### src/rtl/tsms_pkg.sv
`timescale 1ns / 1ps
// shared types, codes and helpers for the time sync message supervisor
// no dependencies; used by every module of the block by scoped name

package tsms_pkg;

	localparam int MSG_BYTES_DEF = 20;

	localparam logic [7:0] SAVE_PERIOD_RST = 8'd60;
	localparam logic [7:0] LINK_TIMEOUT_RST = 8'd10;
	localparam logic [7:0] SEC_LIMIT = 8'd56;

	localparam logic [7:0] CH_DOLLAR = 8'h24;
	localparam logic [7:0] CH_G = 8'h47;
	localparam logic [7:0] CH_P = 8'h50;
	localparam logic [7:0] CH_S = 8'h53;
	localparam logic [7:0] CH_A = 8'h41;
	localparam logic [7:0] CH_ONE = 8'h31;
	localparam logic [7:0] CH_ZERO = 8'd48;
	localparam logic [7:0] CASE_OFS = 8'd32;

	// rtc register codes
	localparam logic [2:0] RTC_SECOND = 3'd0;
	localparam logic [2:0] RTC_NONE = 3'd6;

	// sync status codes
	localparam logic [1:0] SYNC_NONE = 2'd0;
	localparam logic [1:0] SYNC_MASTER = 2'd1;
	localparam logic [1:0] SYNC_GPS = 2'd2;

	// configuration register indexes
	localparam logic CFG_SAVE_PERIOD = 1'b0;
	localparam logic CFG_LINK_TIMEOUT = 1'b1;

	localparam int OUT_DATA_W = 88;

	typedef enum logic [1:0] {
		REQ_BYTE = 2'd0,
		REQ_EOM = 2'd1,
		REQ_TICK = 2'd2
	} req_t;

	typedef struct packed {
		logic [1:0] req;
		logic [7:0] rx_byte;
	} item_t;

	typedef struct packed {
		logic [31:0] set_cnt;
		logic [31:0] msg_cnt;
		logic [3:0] flags;
		logic link;
		logic [1:0] sync;
	} status_t;

	typedef struct packed {
		logic wrote;
		logic [5:0][7:0] vals;
		status_t st;
	} bundle_t;

	function automatic logic [7:0] two_digits(input logic [7:0] hi, input logic [7:0] lo);
		logic [7:0] h;
		logic [7:0] l;
		h = hi - CH_ZERO;
		l = lo - CH_ZERO;
		return (h << 3) + (h << 1) + l;
	endfunction

	function automatic logic letter_is(input logic [7:0] c, input logic [7:0] up);
		return (c == up) || (c == (up + CASE_OFS));
	endfunction

endpackage

### src/rtl/time_sync_message_supervisor_core.sv
`timescale 1ns / 1ps
// a word accepted is held in the input register, then evaluated into the result register
// once the emitter is free, and its first result word is offered from there
// throughput: one input word per cycle when the sink is ready and each yields one result
// word; a message that writes the rtc holds the single output register for seven words
// reset: arst_n clears all but item_s1, bundle_q at once; save period 60, link timeout 10

module time_sync_message_supervisor_core #(
	parameter int MSG_BYTES = tsms_pkg::MSG_BYTES_DEF
) (
	input  logic                            clk,
	input  logic                            arst_n,
	input  logic                            s_axis_tvalid,
	output logic                            s_axis_tready,
	input  logic [7:0]                      s_axis_tdata,  // rx_byte
	input  logic [1:0]                      s_axis_tuser,  // req_type
	output logic                            m_axis_tvalid,
	input  logic                            m_axis_tready,
	output logic [tsms_pkg::OUT_DATA_W-1:0] m_axis_tdata,  // rtc_reg, rtc_value, sync_state,
	                                                      // link_connected, gps1_ok, gps2_ok,
	                                                      // power1_ok, power2_ok,
	                                                      // message_count, set_count
	output logic                            m_axis_tlast,
	input  logic                            cfg_valid,
	output logic                            cfg_ready,
	input  logic                            cfg_index,
	input  logic [7:0]                      cfg_data
);

	logic valid_s1;
	tsms_pkg::item_t item_s1;
	logic [7:0] save_period_q;
	logic [7:0] link_timeout_q;
	logic adv;
	logic free;
	tsms_pkg::bundle_t nxt;

	assign adv = valid_s1 && free;
	assign s_axis_tready = !valid_s1 || adv;
	assign cfg_ready = 1'b1;

	always_ff @(posedge clk) begin
		if (s_axis_tvalid && s_axis_tready) begin
			item_s1 <= '{req: s_axis_tuser, rx_byte: s_axis_tdata};
		end
	end

	always_ff @(posedge clk or negedge arst_n) begin
		if (!arst_n) begin
			valid_s1 <= 1'b0;
		end else if (s_axis_tready) begin
			valid_s1 <= s_axis_tvalid;
		end
	end

	always_ff @(posedge clk or negedge arst_n) begin
		if (!arst_n) begin
			save_period_q <= tsms_pkg::SAVE_PERIOD_RST;
			link_timeout_q <= tsms_pkg::LINK_TIMEOUT_RST;
		end else if (cfg_valid && cfg_ready) begin
			unique case (cfg_index)
				tsms_pkg::CFG_SAVE_PERIOD: save_period_q <= cfg_data;
				tsms_pkg::CFG_LINK_TIMEOUT: link_timeout_q <= cfg_data;
				default: begin
				end
			endcase
		end
	end

	tsms_eval #(
		.MSG_BYTES(MSG_BYTES)
	) u_eval (
		.clk          (clk),
		.arst_n       (arst_n),
		.commit       (adv),
		.item         (item_s1),
		.save_period  (save_period_q),
		.link_timeout (link_timeout_q),
		.nxt          (nxt)
	);

	tsms_emit u_emit (
		.clk           (clk),
		.arst_n        (arst_n),
		.load          (adv),
		.bundle        (nxt),
		.free          (free),
		.m_axis_tvalid (m_axis_tvalid),
		.m_axis_tready (m_axis_tready),
		.m_axis_tdata  (m_axis_tdata),
		.m_axis_tlast  (m_axis_tlast)
	);

endmodule

### src/rtl/tsms_eval.sv
`timescale 1ns / 1ps
// message buffer, countdowns, flags and counters; evaluates one word per commit
// depends on tsms_pkg

module tsms_eval #(
	parameter int MSG_BYTES = tsms_pkg::MSG_BYTES_DEF
) (
	input  logic              clk,
	input  logic              arst_n,
	input  logic              commit,
	input  tsms_pkg::item_t   item,
	input  logic [7:0]        save_period,
	input  logic [7:0]        link_timeout,
	output tsms_pkg::bundle_t nxt
);

	localparam int POS_W = $clog2(MSG_BYTES + 1);
	localparam int IDX_W = $clog2(MSG_BYTES);

	logic [7:0] buf_q [MSG_BYTES];
	logic [7:0] buf_d [MSG_BYTES];
	logic [POS_W-1:0] pos_q, pos_d;
	logic [7:0] save_cd_q, save_cd_d;
	logic [7:0] link_cd_q, link_cd_d;
	logic [1:0] status_q, status_d;
	logic link_q, link_d;
	logic [3:0] flags_q, flags_d;
	logic [31:0] msg_cnt_q, msg_cnt_d;
	logic [31:0] set_cnt_q, set_cnt_d;
	logic match;
	logic wrote;
	logic [7:0] sec;

	assign sec = tsms_pkg::two_digits(buf_q[8], buf_q[9]);
	assign match = (buf_q[0] == tsms_pkg::CH_DOLLAR)
		&& tsms_pkg::letter_is(buf_q[1], tsms_pkg::CH_G)
		&& tsms_pkg::letter_is(buf_q[2], tsms_pkg::CH_P)
		&& tsms_pkg::letter_is(buf_q[3], tsms_pkg::CH_S);

	always_comb begin
		buf_d = buf_q;
		pos_d = pos_q;
		save_cd_d = save_cd_q;
		link_cd_d = link_cd_q;
		status_d = status_q;
		link_d = link_q;
		flags_d = flags_q;
		msg_cnt_d = msg_cnt_q;
		set_cnt_d = set_cnt_q;
		wrote = 1'b0;
		unique case (tsms_pkg::req_t'(item.req))
			tsms_pkg::REQ_BYTE: begin
				if (pos_q < POS_W'(MSG_BYTES)) begin
					buf_d[pos_q[IDX_W-1:0]] = item.rx_byte;
					pos_d = pos_q + 1'b1;
				end
			end
			tsms_pkg::REQ_EOM: begin
				if (match) begin
					if (save_cd_q == 8'd0) begin
						save_cd_d = save_period;
						if (sec < tsms_pkg::SEC_LIMIT) begin
							wrote = 1'b1;
							set_cnt_d = set_cnt_q + 32'd1;
						end
					end
					status_d = ((buf_q[16] == tsms_pkg::CH_A) || (buf_q[17] == tsms_pkg::CH_A))
						? tsms_pkg::SYNC_GPS : tsms_pkg::SYNC_MASTER;
					link_cd_d = link_timeout;
					link_d = 1'b1;
					flags_d = {buf_q[19] == tsms_pkg::CH_ONE, buf_q[18] == tsms_pkg::CH_ONE,
						buf_q[17] == tsms_pkg::CH_A, buf_q[16] == tsms_pkg::CH_A};
					msg_cnt_d = msg_cnt_q + 32'd1;
				end
				for (int i = 0; i < MSG_BYTES; i++) begin
					buf_d[i] = 8'd0;
				end
				pos_d = '0;
			end
			tsms_pkg::REQ_TICK: begin
				if (save_cd_q != 8'd0) begin
					save_cd_d = save_cd_q - 8'd1;
				end
				if ((link_cd_q == 8'd1) || (link_cd_q == 8'd2)) begin
					link_cd_d = 8'd0;
					status_d = tsms_pkg::SYNC_NONE;
					link_d = 1'b0;
				end else if (link_cd_q > 8'd2) begin
					link_cd_d = link_cd_q - 8'd1;
				end
			end
			default: begin
			end
		endcase
	end

	always_comb begin
		nxt.wrote = wrote;
		nxt.vals[0] = sec;
		nxt.vals[1] = tsms_pkg::two_digits(buf_q[10], buf_q[11]);
		nxt.vals[2] = tsms_pkg::two_digits(buf_q[12], buf_q[13]);
		nxt.vals[3] = tsms_pkg::two_digits(buf_q[14], buf_q[15]);
		nxt.vals[4] = tsms_pkg::two_digits(buf_q[4], buf_q[5]);
		nxt.vals[5] = tsms_pkg::two_digits(buf_q[6], buf_q[7]);
		nxt.st.sync = status_d;
		nxt.st.link = link_d;
		nxt.st.flags = flags_d;
		nxt.st.msg_cnt = msg_cnt_d;
		nxt.st.set_cnt = set_cnt_d;
	end

	always_ff @(posedge clk or negedge arst_n) begin
		if (!arst_n) begin
			for (int i = 0; i < MSG_BYTES; i++) begin
				buf_q[i] <= 8'd0;
			end
			pos_q <= '0;
			save_cd_q <= tsms_pkg::SAVE_PERIOD_RST;
			link_cd_q <= 8'd0;
			status_q <= tsms_pkg::SYNC_NONE;
			link_q <= 1'b0;
			flags_q <= 4'd0;
			msg_cnt_q <= 32'd0;
			set_cnt_q <= 32'd0;
		end else if (commit) begin
			buf_q <= buf_d;
			pos_q <= pos_d;
			save_cd_q <= save_cd_d;
			link_cd_q <= link_cd_d;
			status_q <= status_d;
			link_q <= link_d;
			flags_q <= flags_d;
			msg_cnt_q <= msg_cnt_d;
			set_cnt_q <= set_cnt_d;
		end
	end

`ifndef SYNTH
	a_link_vs_status: assert property (@(posedge clk) disable iff (!arst_n)
		link_q == (status_q != tsms_pkg::SYNC_NONE))
		else $error("link flag and sync status disagree");

	a_eom_clears_pos: assert property (@(posedge clk) disable iff (!arst_n)
		commit && (item.req == tsms_pkg::REQ_EOM) |=> pos_q == '0)
		else $error("byte position not cleared after end of message");
`endif

endmodule

### src/rtl/tsms_emit.sv
`timescale 1ns / 1ps
// result register and sequencer: six rtc writes when present, then the status word
// depends on tsms_pkg

module tsms_emit (
	input  logic                            clk,
	input  logic                            arst_n,
	input  logic                            load,
	input  tsms_pkg::bundle_t               bundle,
	output logic                            free,
	output logic                            m_axis_tvalid,
	input  logic                            m_axis_tready,
	output logic [tsms_pkg::OUT_DATA_W-1:0] m_axis_tdata,  // rtc_reg, rtc_value, sync_state,
	                                                      // link_connected, gps1_ok, gps2_ok,
	                                                      // power1_ok, power2_ok,
	                                                      // message_count, set_count
	output logic                            m_axis_tlast
);

	tsms_pkg::bundle_t bundle_q;
	logic valid_q;
	logic [2:0] idx_q;
	logic is_last;
	logic [7:0] value;

	assign is_last = (idx_q == tsms_pkg::RTC_NONE);
	assign free = !valid_q || (m_axis_tready && is_last);
	assign value = is_last ? 8'd0 : bundle_q.vals[idx_q];

	assign m_axis_tvalid = valid_q;
	assign m_axis_tlast = is_last;
	assign m_axis_tdata = {6'd0, bundle_q.st.set_cnt, bundle_q.st.msg_cnt, bundle_q.st.flags,
		bundle_q.st.link, bundle_q.st.sync, value, idx_q};

	always_ff @(posedge clk) begin
		if (load) begin
			bundle_q <= bundle;
		end
	end

	always_ff @(posedge clk or negedge arst_n) begin
		if (!arst_n) begin
			valid_q <= 1'b0;
			idx_q <= tsms_pkg::RTC_NONE;
		end else if (load) begin
			valid_q <= 1'b1;
			idx_q <= bundle.wrote ? tsms_pkg::RTC_SECOND : tsms_pkg::RTC_NONE;
		end else if (valid_q && m_axis_tready) begin
			if (is_last) begin
				valid_q <= 1'b0;
			end else begin
				idx_q <= idx_q + 3'd1;
			end
		end
	end

`ifndef SYNTH
	a_write_needs_flag: assert property (@(posedge clk) disable iff (!arst_n)
		valid_q && !is_last |-> bundle_q.wrote)
		else $error("rtc write word without a write set");

	a_write_steps: assert property (@(posedge clk) disable iff (!arst_n)
		valid_q && m_axis_tready && !is_last |=> valid_q && (idx_q == $past(idx_q) + 3'd1))
		else $error("rtc write sequence skipped or stalled");
`endif

endmodule

### config.mk
export PLATFORM = sky130hd
export DESIGN_NAME = time_sync_message_supervisor_core
export DESIGN_NICKNAME = d
export VERILOG_FILES = /design/src/rtl/tsms_pkg.sv /design/src/rtl/time_sync_message_supervisor_core.sv /design/src/rtl/tsms_eval.sv /design/src/rtl/tsms_emit.sv
export SDC_FILE = /design/constraint.sdc
export NUM_CORES = 1
export LEC_CHECK = 0
export ABC_AREA = 0
export BUFFER_PORTS_ARGS = -buffer_cell sky130_fd_sc_hd__buf_2
export CAP_MARGIN = 0
export CORE_ASPECT_RATIO = 1.75
export CORE_MARGIN = 1
export CORE_UTILIZATION = 40
export CTS_BUF_LIST = sky130_fd_sc_hd__clkbuf_16
export CTS_CLUSTER_DIAMETER = 40
export DETAILED_ROUTE_END_ITERATION = 12
export GPL_ROUTABILITY_DRIVEN = 0
export PLACE_DENSITY = 0.56
export SYNTH_ARGS = -nofsm -noshare
export SYNTH_HDL_FRONTEND = slang
export SYNTH_SLANG_ARGS = --single-unit
### constraint.sdc
create_clock -name clk -period 4.9 [get_ports clk]
set_input_delay 0.49 -clock clk [delete_from_list [all_inputs] [get_ports clk]]
set_output_delay 0.49 -clock clk [all_outputs]
set_load 0.1 [all_outputs]
==> results of run 1 <==
-- layout make-up --
type | instances | area [µm²]
fillers | 4593 | 26900
well taps | 654 | 818
inverters | 110 | 418
clock buffers | 43 | 1080
repair buffers | 142 | 821
flip-flops and latches | 393 | 10500
clock inverters | 37 | 310
multi-input cells | 1127 | 8020
-- critical path, stage by stage, from the launching register on --
cell and delay [ps]:
dfrtp_1 430, ha_1 300, inv_1 40, ha_1 280
fa_1 500, inv_1 40, ha_1 280, inv_1 50
a21oi_1 170, o2111ai_1 260, nand4bb_1 730, nor3_1 400
xor2_1 110
-- what timing repair did --
item | in CTS | in global routing
hold endpoints to repair | 5 | 0
buffers inserted | 0 | 0
hold buffers | 1 | 0
-- kinds of logic after synthesis --
group / count (synthesis)
AOI/OAI and AO/OA: 265
xor gates and xnor gates: 171
adders and majority gates: 117
buffers and inverters: 282
DFF: 393
muxes: 38
other: 2
and+or+nand+nor: 529
-- synth_stat cells (12+ instances only) --
| cell type | instances |
|---|---|
| dfrtp_1 | 252 |
| nand3_1 | 211 |
| o21ai_0 | 187 |
| edfxtp_1 | 129 |
| inv_1 | 110 |
| xor2_1 | 106 |
| ha_1 | 87 |
| nor2_1 | 80 |
| buf_4 | 78 |
| clkbuf_1 | 76 |
| xnor2_1 | 64 |
| nand2_1 | 63 |
| nor3_1 | 46 |
| fa_1 | 30 |
| a21oi_1 | 25 |
| nand4_1 | 23 |
| mux2_2 | 22 |
| and3_1 | 18 |
| nor4_1 | 18 |
| buf_2 | 13 |
| nand2b_1 | 13 |
| dfstp_2 | 12 |
-- sequential cells by signal, summed over array words and instances, names as in the netlist --
name / flops
u_emit.m_axis_tdata: 71
valid_s1: 1
item_s1: 10
u_emit.m_axis_tvalid: 1
u_eval.flags_q: 4
u_eval.set_cnt_q: 32
save_period_q: 8
u_eval.save_cd_q: 8
u_eval.buf_q: 151
u_emit.idx_q: 3
u_eval.link_cd_q: 8
u_eval.pos_q: 5
u_eval.link_q: 1
u_emit.bundle_q: 48
u_eval.status_q: 2
link_timeout_q: 8
u_eval.msg_cnt_q: 32
-- how the worst max path moves through the flow --
stage | startpoint | endpoint | slack (ps) | depth (start not counted)
2_1_floorplan | u_emit.idx_q[0] | u_eval.msg_cnt_q[17] | 30 | 12
3_3_place_gp | u_eval.buf_q[92] | u_emit.m_axis_tdata[80] | 1130 | 12
3_5_place_dp | u_eval.buf_q[92] | u_emit.m_axis_tdata[80] | 1070 | 12
4_1_cts | u_eval.buf_q[92] | u_emit.m_axis_tdata[80] | 1030 | 12
5_1_grt | u_eval.buf_q[92] | u_eval.set_cnt_q[30] | 770 | 12
6_report | u_eval.buf_q[92] | u_emit.m_axis_tdata[80] | 1030 | 12
-- where the power goes --
group,internal (µW),total [µW],switching [µW]
logic,734,2910,2180
registers,3900,4230,326
clock network,1780,3180,1390
total,6420,10300,3890
-- per-stage QoR --
step,std cells,hold WS [ps]
after global placement,2425,432
after CTS,2506,86.4
after floorplan,1802,194
final,2506,109
after global routing,2506,90.0
after detailed placement,2425,435
-- layout by cell type, fill, tap and decap left out, types with 4 or more instances in the layout --
| cell | instances |
|---|---|
| conb_1 | 7 |
| nor2_1 | 80 |
| nand2b_1 | 13 |
| dfstp_2 | 12 |
| and3_1 | 18 |
| o22ai_1 | 9 |
| mux2_2 | 22 |
| nand2_1 | 63 |
| xnor2_1 | 64 |
| o21ai_0 | 187 |
| buf_4 | 32 |
| ha_1 | 87 |
| a21o_1 | 11 |
| nor3_1 | 46 |
| nand3_1 | 210 |
| nand4_1 | 23 |
| inv_1 | 121 |
| clkbuf_16 | 43 |
| a211o_1 | 5 |
| xor2_1 | 106 |
| clkinv_2 | 4 |
| a21oi_1 | 25 |
| nor4b_1 | 10 |
| fa_1 | 30 |
| mux2i_1 | 8 |
| mux4_2 | 8 |
| dfrtp_1 | 252 |
| and2_1 | 6 |
| nor4_1 | 18 |
| nand4bb_1 | 4 |
| clkinv_1 | 6 |
| or3_1 | 5 |
| and4_1 | 7 |
| a22o_1 | 11 |
| edfxtp_1 | 129 |
| buf_2 | 107 |
-- layer usage --
layer  up-vias  global-route usage (%)  share of wire, %
met4         2                    5.73               2.5
met2       221                    34.0                54
met5         -                       0             0.029
li1       6242                       -                 -
met1      6435                    21.3                40
met3        69                    2.41               3.2
==> reports/results.tsv, run 1 <==
stage	metric	value	unit
outcome	status	finished, final reports clean	
yosys	synth_edf_count	129	
min_path	min_from	s_axis_tdata[6]	
place	hpwl	31000	µm
yosys	async_reset_ff_share	67.2	%
yosys	yosys_warnings	0	
sta	tightest_slew	1170	ps
sta	fin_ws	1030	ps
finish	diodes	0	
sta	fin_skew	20.9	ps
sta	finalHoldViolations	0	
pwr	p_per_area	470	nW/µm²
sta	period_needed	3870	ps
clock_tree	clkSinkCount	393	
yosys	synthSimpleGateAreaFrac	14.0	%
sta	final_max_slew_viol_count	0	
finish	area_growth_syn_to_layout	10.6	%
place	placed_cell_area	20600	µm²
yosys	synth_top_area_cell	dfrtp_1	
route	viasPerCell	5.18	
sta	finalSetupViolations	0	
yosys	mappedNetlistArea	19900	µm²
clock_tree	tritoncts	done	
place	dp_slack	1070	ps
floorplan	die-area	50600	µm²
global_route	grt_pass1_vias	13400	
yosys	ys_seq_elements	393	
critical_path	reg2reg_to	u_emit.m_axis_tdata[80]	
global_route	grt_max_degree	116	
critical_path	cp-start-kind	register	
critical_path	r2r_slack	1030	ps
yosys	synth_area_leaders	dfrtp_1 32%, edfxtp_1 20%, ha_1 5.5%, nand3_1 5.3%, o21ai_0 4.7%	
yosys	synth_cells	1797	
sta	finalSetupTns	0	ps
floorplan	die_w	170	µm
finish	fin_util	44.9	%
critical_path	crit_arrival	4160	ps
yosys	synthAdderAreaFrac	8.51	%
sta	max_freq	258	MHz
critical_path	required	5190	ps
finish	final_nets	1958	
global_route	grt_pass1_wl	72300	µm
floorplan	rows	107	
global_route	grt_overflow	0	
clock_tree	clk_path_buf_depth	3	
clock_tree	cts_max_level	2	
yosys	synth-compound-area-share	7.52	%
global_route	antenna_found_initial	1	
route	drc	0	
flow_run	cap_violations	0	
sta	grt_setup_unrepaired	false	
min_path	whs_path_depth	1	
critical_path	regToRegStartpoint	u_eval.buf_q[92]	
route	routedWlPerCell	17.8	µm
yosys	ys_seq_area_share	52.9	%
yosys	synth_mux_area_share	2.56	%
route	drt_iter0_markers	594	
pwr	p_leak	0.00983	µW
yosys	synth_cell_type_count	66	
yosys	synthFlopType	dfrtp_1	
clock_tree	numCtsBuffers	43	
floorplan	fp.coreArea	48900	µm²
sta	min_period_over_period	79.1	%
finish	fin_area	22000	µm²
clock_tree	path_clk_slew	60	ps
critical_path	rr_worst_depth	12	
critical_path	critPathKind	reg2reg	
yosys	synth_top_area_share	31.8	%
clock_tree	worstSkewPairLatency	560	ps
place	port-buffer-count	108	
pwr	vdd_drop_max	0.000766	V
route	dr_total_vias	13000	
critical_path	cp-end-kind	register	
pwr	total_power	10300	µW
floorplan	io_pins	116	
critical_path	crit_fanout	14	
floorplan	start_util	40.6	%
min_path	min_path_type	in2reg	
yosys	post_synth.cell_area_avg	11.1	µm²
yosys	synthXorXnorAreaFrac	7.61	%
route	wl	44500	µm
yosys	synth_top_family_by_area	simple AND/OR/NAND/NOR gates	
clock_tree	post_cts_resize_count	0	
route	ant_nets	0	
sta	relSlewSlack	22.0	%
global_route	track_usage	18.3	%
finish	drive_gt1_share	14.1	%
clock_tree	clockRootBuffer	clkbuf_16	
floorplan	die_h	297	µm
min_path	min_to	item_s1[6]	
route	dr.pass1.iters	5	
Power figures use the tool's default switching activity.
==> run 2, diff against run 1 <==
==> constraint.sdc (replaced) <==
create_clock -name clk -period 4.06 [get_ports clk]
set_input_delay 0.406 -clock clk [delete_from_list [all_inputs] [get_ports clk]]
set_output_delay 0.406 -clock clk [all_outputs]
set_load 0.1 [all_outputs]
==> run 2 against run 1 <==
Compared with the run above:
- clock-buffer cell count increased by 1
- clock power increased by 22%
- global-route usage about the same
- routed wire length increased by 0.71%
- flip-flop and latch count unchanged
- worst hold slack got worse by 79 ps
- worst setup slack got worse by 680 ps
- final cell count about the same
- clock skew decreased by 1.7 ps
==> reports/results.tsv, run 2 (synthesized netlist as in run 1, its figures left out) <==
stage	metric	value	unit	change
sta	finalSetupTns	0	ps	unchanged
finish	largest_register_ffs	151		unchanged
floorplan	start_util	40.6	%	unchanged
critical_path	crit_buf_inv	4		+1
sta	relSlewSlack	24.9	%	+2.8 points
critical_path	cp-start-kind	register		
clock_tree	tritoncts	done		
finish	drive_gt1_share	15.0	%	+0.90 points
pwr	p_per_area	569	nW/µm²	+21%
finish	area_growth_syn_to_layout	11.3	%	
min_path	min_to	item_s1[0]		
critical_path	slowest_stage	nor3_2		
finish	final_common_cell	dfrtp_1		
global_route	antenna_found_initial	0		-1
critical_path	critPathMostFrequentCell	inv_1		
sta	period_needed	3710	ps	-160 ps
floorplan	fp.coreArea	48900	µm²	unchanged
min_path	min_from	s_axis_tdata[0]		
route	wl	44900	µm	+0.71%
sta	fin_ws	346	ps	-680 ps
place	hpwl	32000	µm	+3.4%
critical_path	regToRegStartpoint	u_eval.buf_q[83]		
sta	min_period_over_period	91.5	%	+12 points
critical_path	cp-end-kind	register		
floorplan	io_pins	116		unchanged
route	dr_total_vias	13000		+0.062%
pwr	p_leak	0.00989	µW	+0.61%
clock_tree	cts_max_level	2		unchanged
sta	hold_slack	30.5	ps	-79.0 ps
critical_path	crit_fanout	9		-5
route	viasPerCell	5.17		about the same
sta	final_max_slew_viol_count	0		unchanged
critical_path	path_cells	inv_1 -> fa_1 -> inv_1 -> ha_1 -> ha_1 -> inv_1 -> fa_1 -> nand2b_1 -> a21oi_1 -> xnor2_1 -> buf_4 -> nor3_2 -> mux2_2		
critical_path	slowest_delay	580	ps	-150 ps
route	routedWlPerCell	17.9	µm	+0.63%
floorplan	die-area	50600	µm²	unchanged
floorplan	rows	107		unchanged
clock_tree	worstSkewPairLatency	570	ps	about the same
finish	layout_common_cells	251 x dfrtp_1, 210 x nand3_1, 187 x o21ai_0, 129 x edfxtp_1, 117 x inv_1		
critical_path	cp_top_family	adder cells		
finish	top_register	u_eval.buf_q		
finish	diodes	0		unchanged
flow_run	cap_violations	0		unchanged
floorplan	die_h	297	µm	unchanged
pwr	total_power	12600	µW	+22%
critical_path	r2r_slack	350	ps	-680 ps
clock_tree	path_clk_slew	60	ps	about the same
finish	final_nets	1960		+0.10%
route	drc	0		unchanged
critical_path	rr_worst_depth	13		+1
global_route	grt_pass1_vias	13400		+0.55%
pwr	vdd_drop_max	0.000887	V	+16%
global_route	grt_max_degree	87		-25%
critical_path	crit_arrival	4020	ps	-140 ps
clock_tree	numCtsBuffers	43		unchanged
sta	finalSetupViolations	0		unchanged
critical_path	reg2reg_to	u_emit.m_axis_tdata[51]		
place	dp_slack	248	ps	-819 ps
clock_tree	clkSinkCount	393		unchanged
outcome	status	finished, final reports clean		
route	ant_nets	0		unchanged
global_route	grt_pass1_wl	72400	µm	about the same
clock_tree	clockRootBuffer	clkbuf_16		
critical_path	required	4370	ps	-820 ps
route	dr.pass1.iters	5		unchanged
route	drt_iter0_markers	642		+8.1%
sta	max_freq	269	MHz	+4.3%
floorplan	die_w	170	µm	unchanged
sta	finalHoldViolations	0		unchanged
min_path	whs_path_depth	1		unchanged
sta	tightest_slew	1130	ps	-42.7 ps
global_route	track_usage	18.3	%	about the same
critical_path	critPathKind	reg2reg		
place	port-buffer-count	108		unchanged
clock_tree	clk_path_buf_depth	3		unchanged
sta	fin_skew	19.2	ps	-1.69 ps
sta	grt_setup_unrepaired	false		
min_path	min_path_type	in2reg		
global_route	grt_overflow	0		unchanged
run 2: cell count changes in the layout (fill, tap and decap cells not counted), moves of 3 or more:
| cell | before | now |
|---|---|---|
| buf_12 | 1 | 4 |
| inv_1 | 121 | 117 |
| o22ai_1 | 9 | 1 |
| o22ai_2 | 0 | 8 |
run 2: worst reg2reg max path: cells and delay by family, from the launching register on:
kind / cells / cell delay [ps]
adder cells (fa/ha/maj): 4 / 1350
AND/OR/NAND/NOR: 2 / 750
multiplexers: 1 / 410
flip-flops: 1 / 350
buffers and inverters: 4 / 330
AO/OA/AOI/OAI: 1 / 160
XOR/XNOR: 1 / 110
run 2: routing by layer:
| metal | GRT usage, % | wire, µm |
|---|---|---|
| met5 | 0 | 0 |
| met1 | 21.3 | 18100 |
| met3 | 2.16 | 1390 |
| met2 | 34.1 | 24100 |
| met4 | 6.03 | 1220 |
run 2: report_power, final:
group	internal [µW]	total, µW	switching [µW]
registers	4710	5050	341
logic	942	3640	2700
clock network	2210	3890	1680
total	7860	12600	4720
run 2: area by class of cell:
class	count	area, µm²
clock buffer	44	1100
clock inverter	36	322
fill	4602	26800
inverter	110	415
multi-input combinational	1127	8080
sequential	393	10500
tap	654	818
timing repair buffer	144	873
run 2: repair_timing:
item,CTS,global route
gates resized for setup,0,1
setup endpoints to repair,0,1
buffers inserted,0,0
endpoints found under the hold margin,75,0
hold buffers,1,0
run 2: worst max-delay path by stage:
stage                     startpoint  slack, ps  cells past startpoint                 endpoint
floorplan            u_emit.idx_q[0]         90                     13      u_eval.set_cnt_q[7]
global placement    u_eval.buf_q[83]        320                     14  u_emit.m_axis_tdata[71]
detailed placement  u_eval.buf_q[83]        250                     14  u_emit.m_axis_tdata[71]
CTS                 u_eval.buf_q[83]        240                     14  u_emit.m_axis_tdata[71]
global route        u_eval.buf_q[83]        170                     13  u_emit.m_axis_tdata[51]
finish              u_eval.buf_q[83]        350                     13  u_emit.m_axis_tdata[51]
run 2: stage by stage:
step                cell area (µm²)  utilization, %  std cells
finish                        22100            45.2       2508
global placement              20700            42.3       2427
CTS                           22100            45.2       2508
global route                  22100            45.2       2508
floorplan                     19900               -       1802
detailed placement            20700            42.3       2427
==> run 3, diff against run 2 <==
--- a/config.mk
+++ b/config.mk
@@ -18,4 +18,5 @@
 export PLACE_DENSITY = 0.56
 export SYNTH_ARGS = -nofsm -noshare
 export SYNTH_HDL_FRONTEND = slang
+export SYNTH_HIERARCHICAL = 1
 export SYNTH_SLANG_ARGS = --single-unit
==> constraint.sdc (replaced) <==
create_clock -name clk -period 4.06 [get_ports clk]
set_input_delay 0.406 -clock clk [delete_from_list [all_inputs] [get_ports clk]]
set_output_delay 0.406 -clock clk [all_outputs]
set_load 0.005 [all_outputs]
==> run 3 against run 2 <==
Compared with the run above:
- non-clock buffer count down 5
- routed wire length fell by 0.62%
- clock-buffer cell count rose by 3
- combinational power is 14% higher
- clock power increased by 2%
- worst setup slack worse by 150 ps
- register-to-register slack worse by 150 ps
- die area is 0.36% higher
- maximum frequency fell by 3.9%
- flip-flop and latch count unchanged
- area after synthesis grew 0.37%
- largest power group unchanged
- highest routed layer unchanged
==> reports/results.tsv, run 3 <==
stage	metric	value	unit	change
outcome	status	finished, final reports clean		
yosys	synthSimpleGateAreaFrac	14.6	%	+0.59 points
yosys	synth_most_common_cell	dfrtp_1		
sta	finalSetupViolations	0		unchanged
clock_tree	clk_path_buf_depth	3		unchanged
critical_path	slowest_stage	or3_1		
clock_tree	post_cts_resize_count	0		unchanged
yosys	synth_cells	1783		-0.78%
yosys	ys_seq_area_share	52.7	%	-0.19 points
route	drt_iter0_markers	604		-5.9%
floorplan	rows	107		unchanged
pwr	p_comb_share	30.0	%	+1.1 points
critical_path	cp-start-kind	register		
floorplan	io_pins	116		unchanged
finish	fin_cells	2487		-0.84%
clock_tree	worstSkewPairLatency	570	ps	about the same
clock_tree	clockRootBuffer	clkbuf_16		
route	wl	44600	µm	-0.62%
critical_path	crit_arrival	4180	ps	+160 ps
critical_path	cp_top_family	adder cells		
sta	fin_skew	26.2	ps	+7.05 ps
pwr	p_clk_share	28.5	%	-2.4 points
clock_tree	cts_max_level	2		unchanged
route	ant_nets	0		unchanged
floorplan	die_h	297	µm	+0.18%
route	routedWlPerCell	17.9	µm	+0.22%
place	port-buffer-count	108		unchanged
finish	drive_gt1_share	14.9	%	-0.10 points
yosys	async_reset_ff_share	67.2	%	unchanged
yosys	synth_top_family_by_area	simple AND/OR/NAND/NOR gates		
floorplan	die_w	171	µm	+0.18%
yosys	post_synth.cell_area_avg	11.2	µm²	+1.2%
clock_tree	tritoncts	done		
sta	tightest_slew	1090	ps	-40.0 ps
global_route	grt_overflow	0		unchanged
yosys	synth_mux_area_share	2.53	%	-0.028 points
sta	grt_setup_unrepaired	false		
pwr	vdd_drop_max	0.000300	V	-66%
finish	final_common_cell	dfrtp_1		
global_route	grt_max_degree	104		+20%
yosys	synth_edf_count	129		unchanged
finish	layout_common_cells	252 x dfrtp_1, 209 x nand3_1, 189 x o21ai_0, 129 x edfxtp_1, 120 x xnor2_1		
critical_path	required	4370	ps	about the same
critical_path	critPathKind	reg2reg		
critical_path	crit_buf_inv	2		-2
finish	largest_register_ffs	151		unchanged
clock_tree	path_clk_slew	60	ps	about the same
sta	final_max_slew_viol_count	0		unchanged
yosys	synthAdderAreaFrac	8.48	%	-0.031 points
min_path	min_path_type	in2reg		
yosys	ys_seq_elements	393		unchanged
critical_path	cp-end-kind	register		
yosys	synth_area_leaders	dfrtp_1 32%, edfxtp_1 19%, ha_1 5.5%, xnor2_1 5.3%, nand3_1 5.2%		
yosys	synthFlopType	dfrtp_1		
critical_path	slowest_delay	620	ps	+40 ps
clock_tree	clkSinkCount	393		unchanged
yosys	synth_top_area_share	31.6	%	-0.12 points
yosys	synth_top_area_cell	dfrtp_1		
yosys	synth_common_cells	252 x dfrtp_1, 209 x nand3_1, 189 x o21ai_0		
yosys	synth_cell_type_count	66		unchanged
yosys	synthXorXnorAreaFrac	7.68	%	+0.066 points
pwr	p_int	9170	µW	+17%
flow_run	cap_violations	0		unchanged
floorplan	fp.coreArea	48900	µm²	unchanged
pwr	p_per_area	630	nW/µm²	+11%
yosys	synth-compound-area-share	7.11	%	-0.41 points
clock_tree	cts.hold.buffers_added	1		unchanged
place	placed_cell_area	20500	µm²	-0.63%
global_route	grt_pass1_wl	71300	µm	-1.5%
finish	final_nets	1937		-1.2%
floorplan	die-area	50800	µm²	+0.36%
finish	top_register	u_eval/buf_q		
sta	max_freq	259	MHz	-3.9%
place	hpwl	31200	µm	-2.8%
global_route	grt_pass1_vias	13100		-2.4%
place	place_inst	2402		-1.0%
route	viasPerCell	5.14		-0.73%
critical_path	path_cells	inv_1 -> fa_1 -> inv_1 -> ha_1 -> ha_1 -> fa_1 -> a21o_1 -> a21oi_1 -> xnor2_4 -> or3_1 -> nor3_1 -> xor2_1		
route	drc	0		unchanged
route	dr_total_vias	12800		-1.6%
clock_tree	numCtsBuffers	45		+4.7%
critical_path	crit_fanout	12		+3
finish	diodes	0		unchanged
sta	relSlewSlack	27.5	%	+2.7 points
route	dr.pass1.iters	8		+3
global_route	track_usage	18.1	%	-0.22 points
finish	area_growth_syn_to_layout	10.3	%	
pwr	p_leak	0.00956	µW	-3.4%
sta	min_period_over_period	95.2	%	+3.7 points
pwr	pwr-share-seq	41.6	%	+1.5 points
finish	fin_area	22000	µm²	-0.50%
floorplan	start_util	40.8	%	+0.15 points
yosys	yosys_warnings	6		+6
sta	finalHoldViolations	0		unchanged
global_route	antenna_found_initial	0		unchanged
clock_tree	post-cts-setup-buffers	0		unchanged
sta	period_needed	3860	ps	+150 ps
pwr	switching_share	33.8	%	-3.8 points
yosys	mappedNetlistArea	19900	µm²	+0.37%
pwr	p_sw	4680	µW	-0.88%
sta	finalSetupTns	0	ps	unchanged
-- run 3: cell types whose count changed after synthesis, moves of 18 or more --
cell and delta:
mux2i_1 +18, xnor2_1 +56, nor2_1 -36, inv_1 -28, nor3_1 -29, xor2_1 -57
nand2_1 +40
-- run 3: metal layers --
| layer | up-vias | wire length, µm | track usage (%) |
|---|---|---|---|
| met4 | 0 | 1660 | 7.49 |
| met3 | 87 | 1370 | 2.42 |
| met5 | - | 0 | 0 |
| met2 | 227 | 24900 | 34.5 |
| met1 | 6305 | 16700 | 19.4 |
| li1 | 6155 | - | - |
-- run 3: logic make-up after synthesis --
logic type | after synthesis
buf+inv | 261
mux | 45
compound gates | 256
simple gates | 538
other cells | 2
flops | 393
xor+xnor | 171
fa+ha+maj | 117
-- run 3: area by class of cell --
class                      count  area, µm²
fill                        4586      26900
sequential                   393      10500
multi-input combinational   1134       8090
clock buffer                  47       1180
timing repair buffer         139        836
tap                          654        818
inverter                      83        312
clock inverter                37        267
-- run 3: worst paths after layout --
kind,startpoint,to,slack (ps),cells after the start
max in group asynchronous,arst_n,u_eval/save_cd_q[5],2600,3
hold / removal,s_axis_tdata[7],item_s1[7],30,1
hold reg to reg,u_eval/buf_q[32],u_emit/bundle_q[95],450,0
setup reg to reg,u_eval/buf_q[88],u_emit/m_axis_tdata[66],200,12
min in group asynchronous,arst_n,u_eval/link_cd_q[6],460,2
setup / recovery,u_eval/buf_q[88],u_emit/m_axis_tdata[66],200,12
-- run 3: worst register-to-register path, cell delays in order (launching register included) --
cell and delay [ps]:
dfrtp_1 380, inv_1 70, fa_1 500, inv_1 50, ha_1 290, ha_1 230, fa_1 410, a21o_1 170
a21oi_1 370, xnor2_4 140, or3_1 620, nor3_1 300, xor2_1 90
-- run 3: stage by stage --
step	worst slack (ps)	power (µW)	hold slack [ps]	util, %
after detailed placement	179	10100	434	42.0
after global routing	2.05	14700	9.84	45.0
after global placement	245	9950	431	42.0
after floorplan	184	8840	110	-
final	196	13900	27.2	45.0
after CTS	170	14100	2.62	45.0
-- run 3: power by group through the flow --
stage                     combinational [µW]  sequential [µW]  clock [µW]
after global placement                  4130             5820           0
after detailed placement                4210             5840           0
after CTS                               4230             5770        4080
final                                   4150             5760        3950
after global routing                    4640             5870        4230
after floorplan                         3140             5700           0
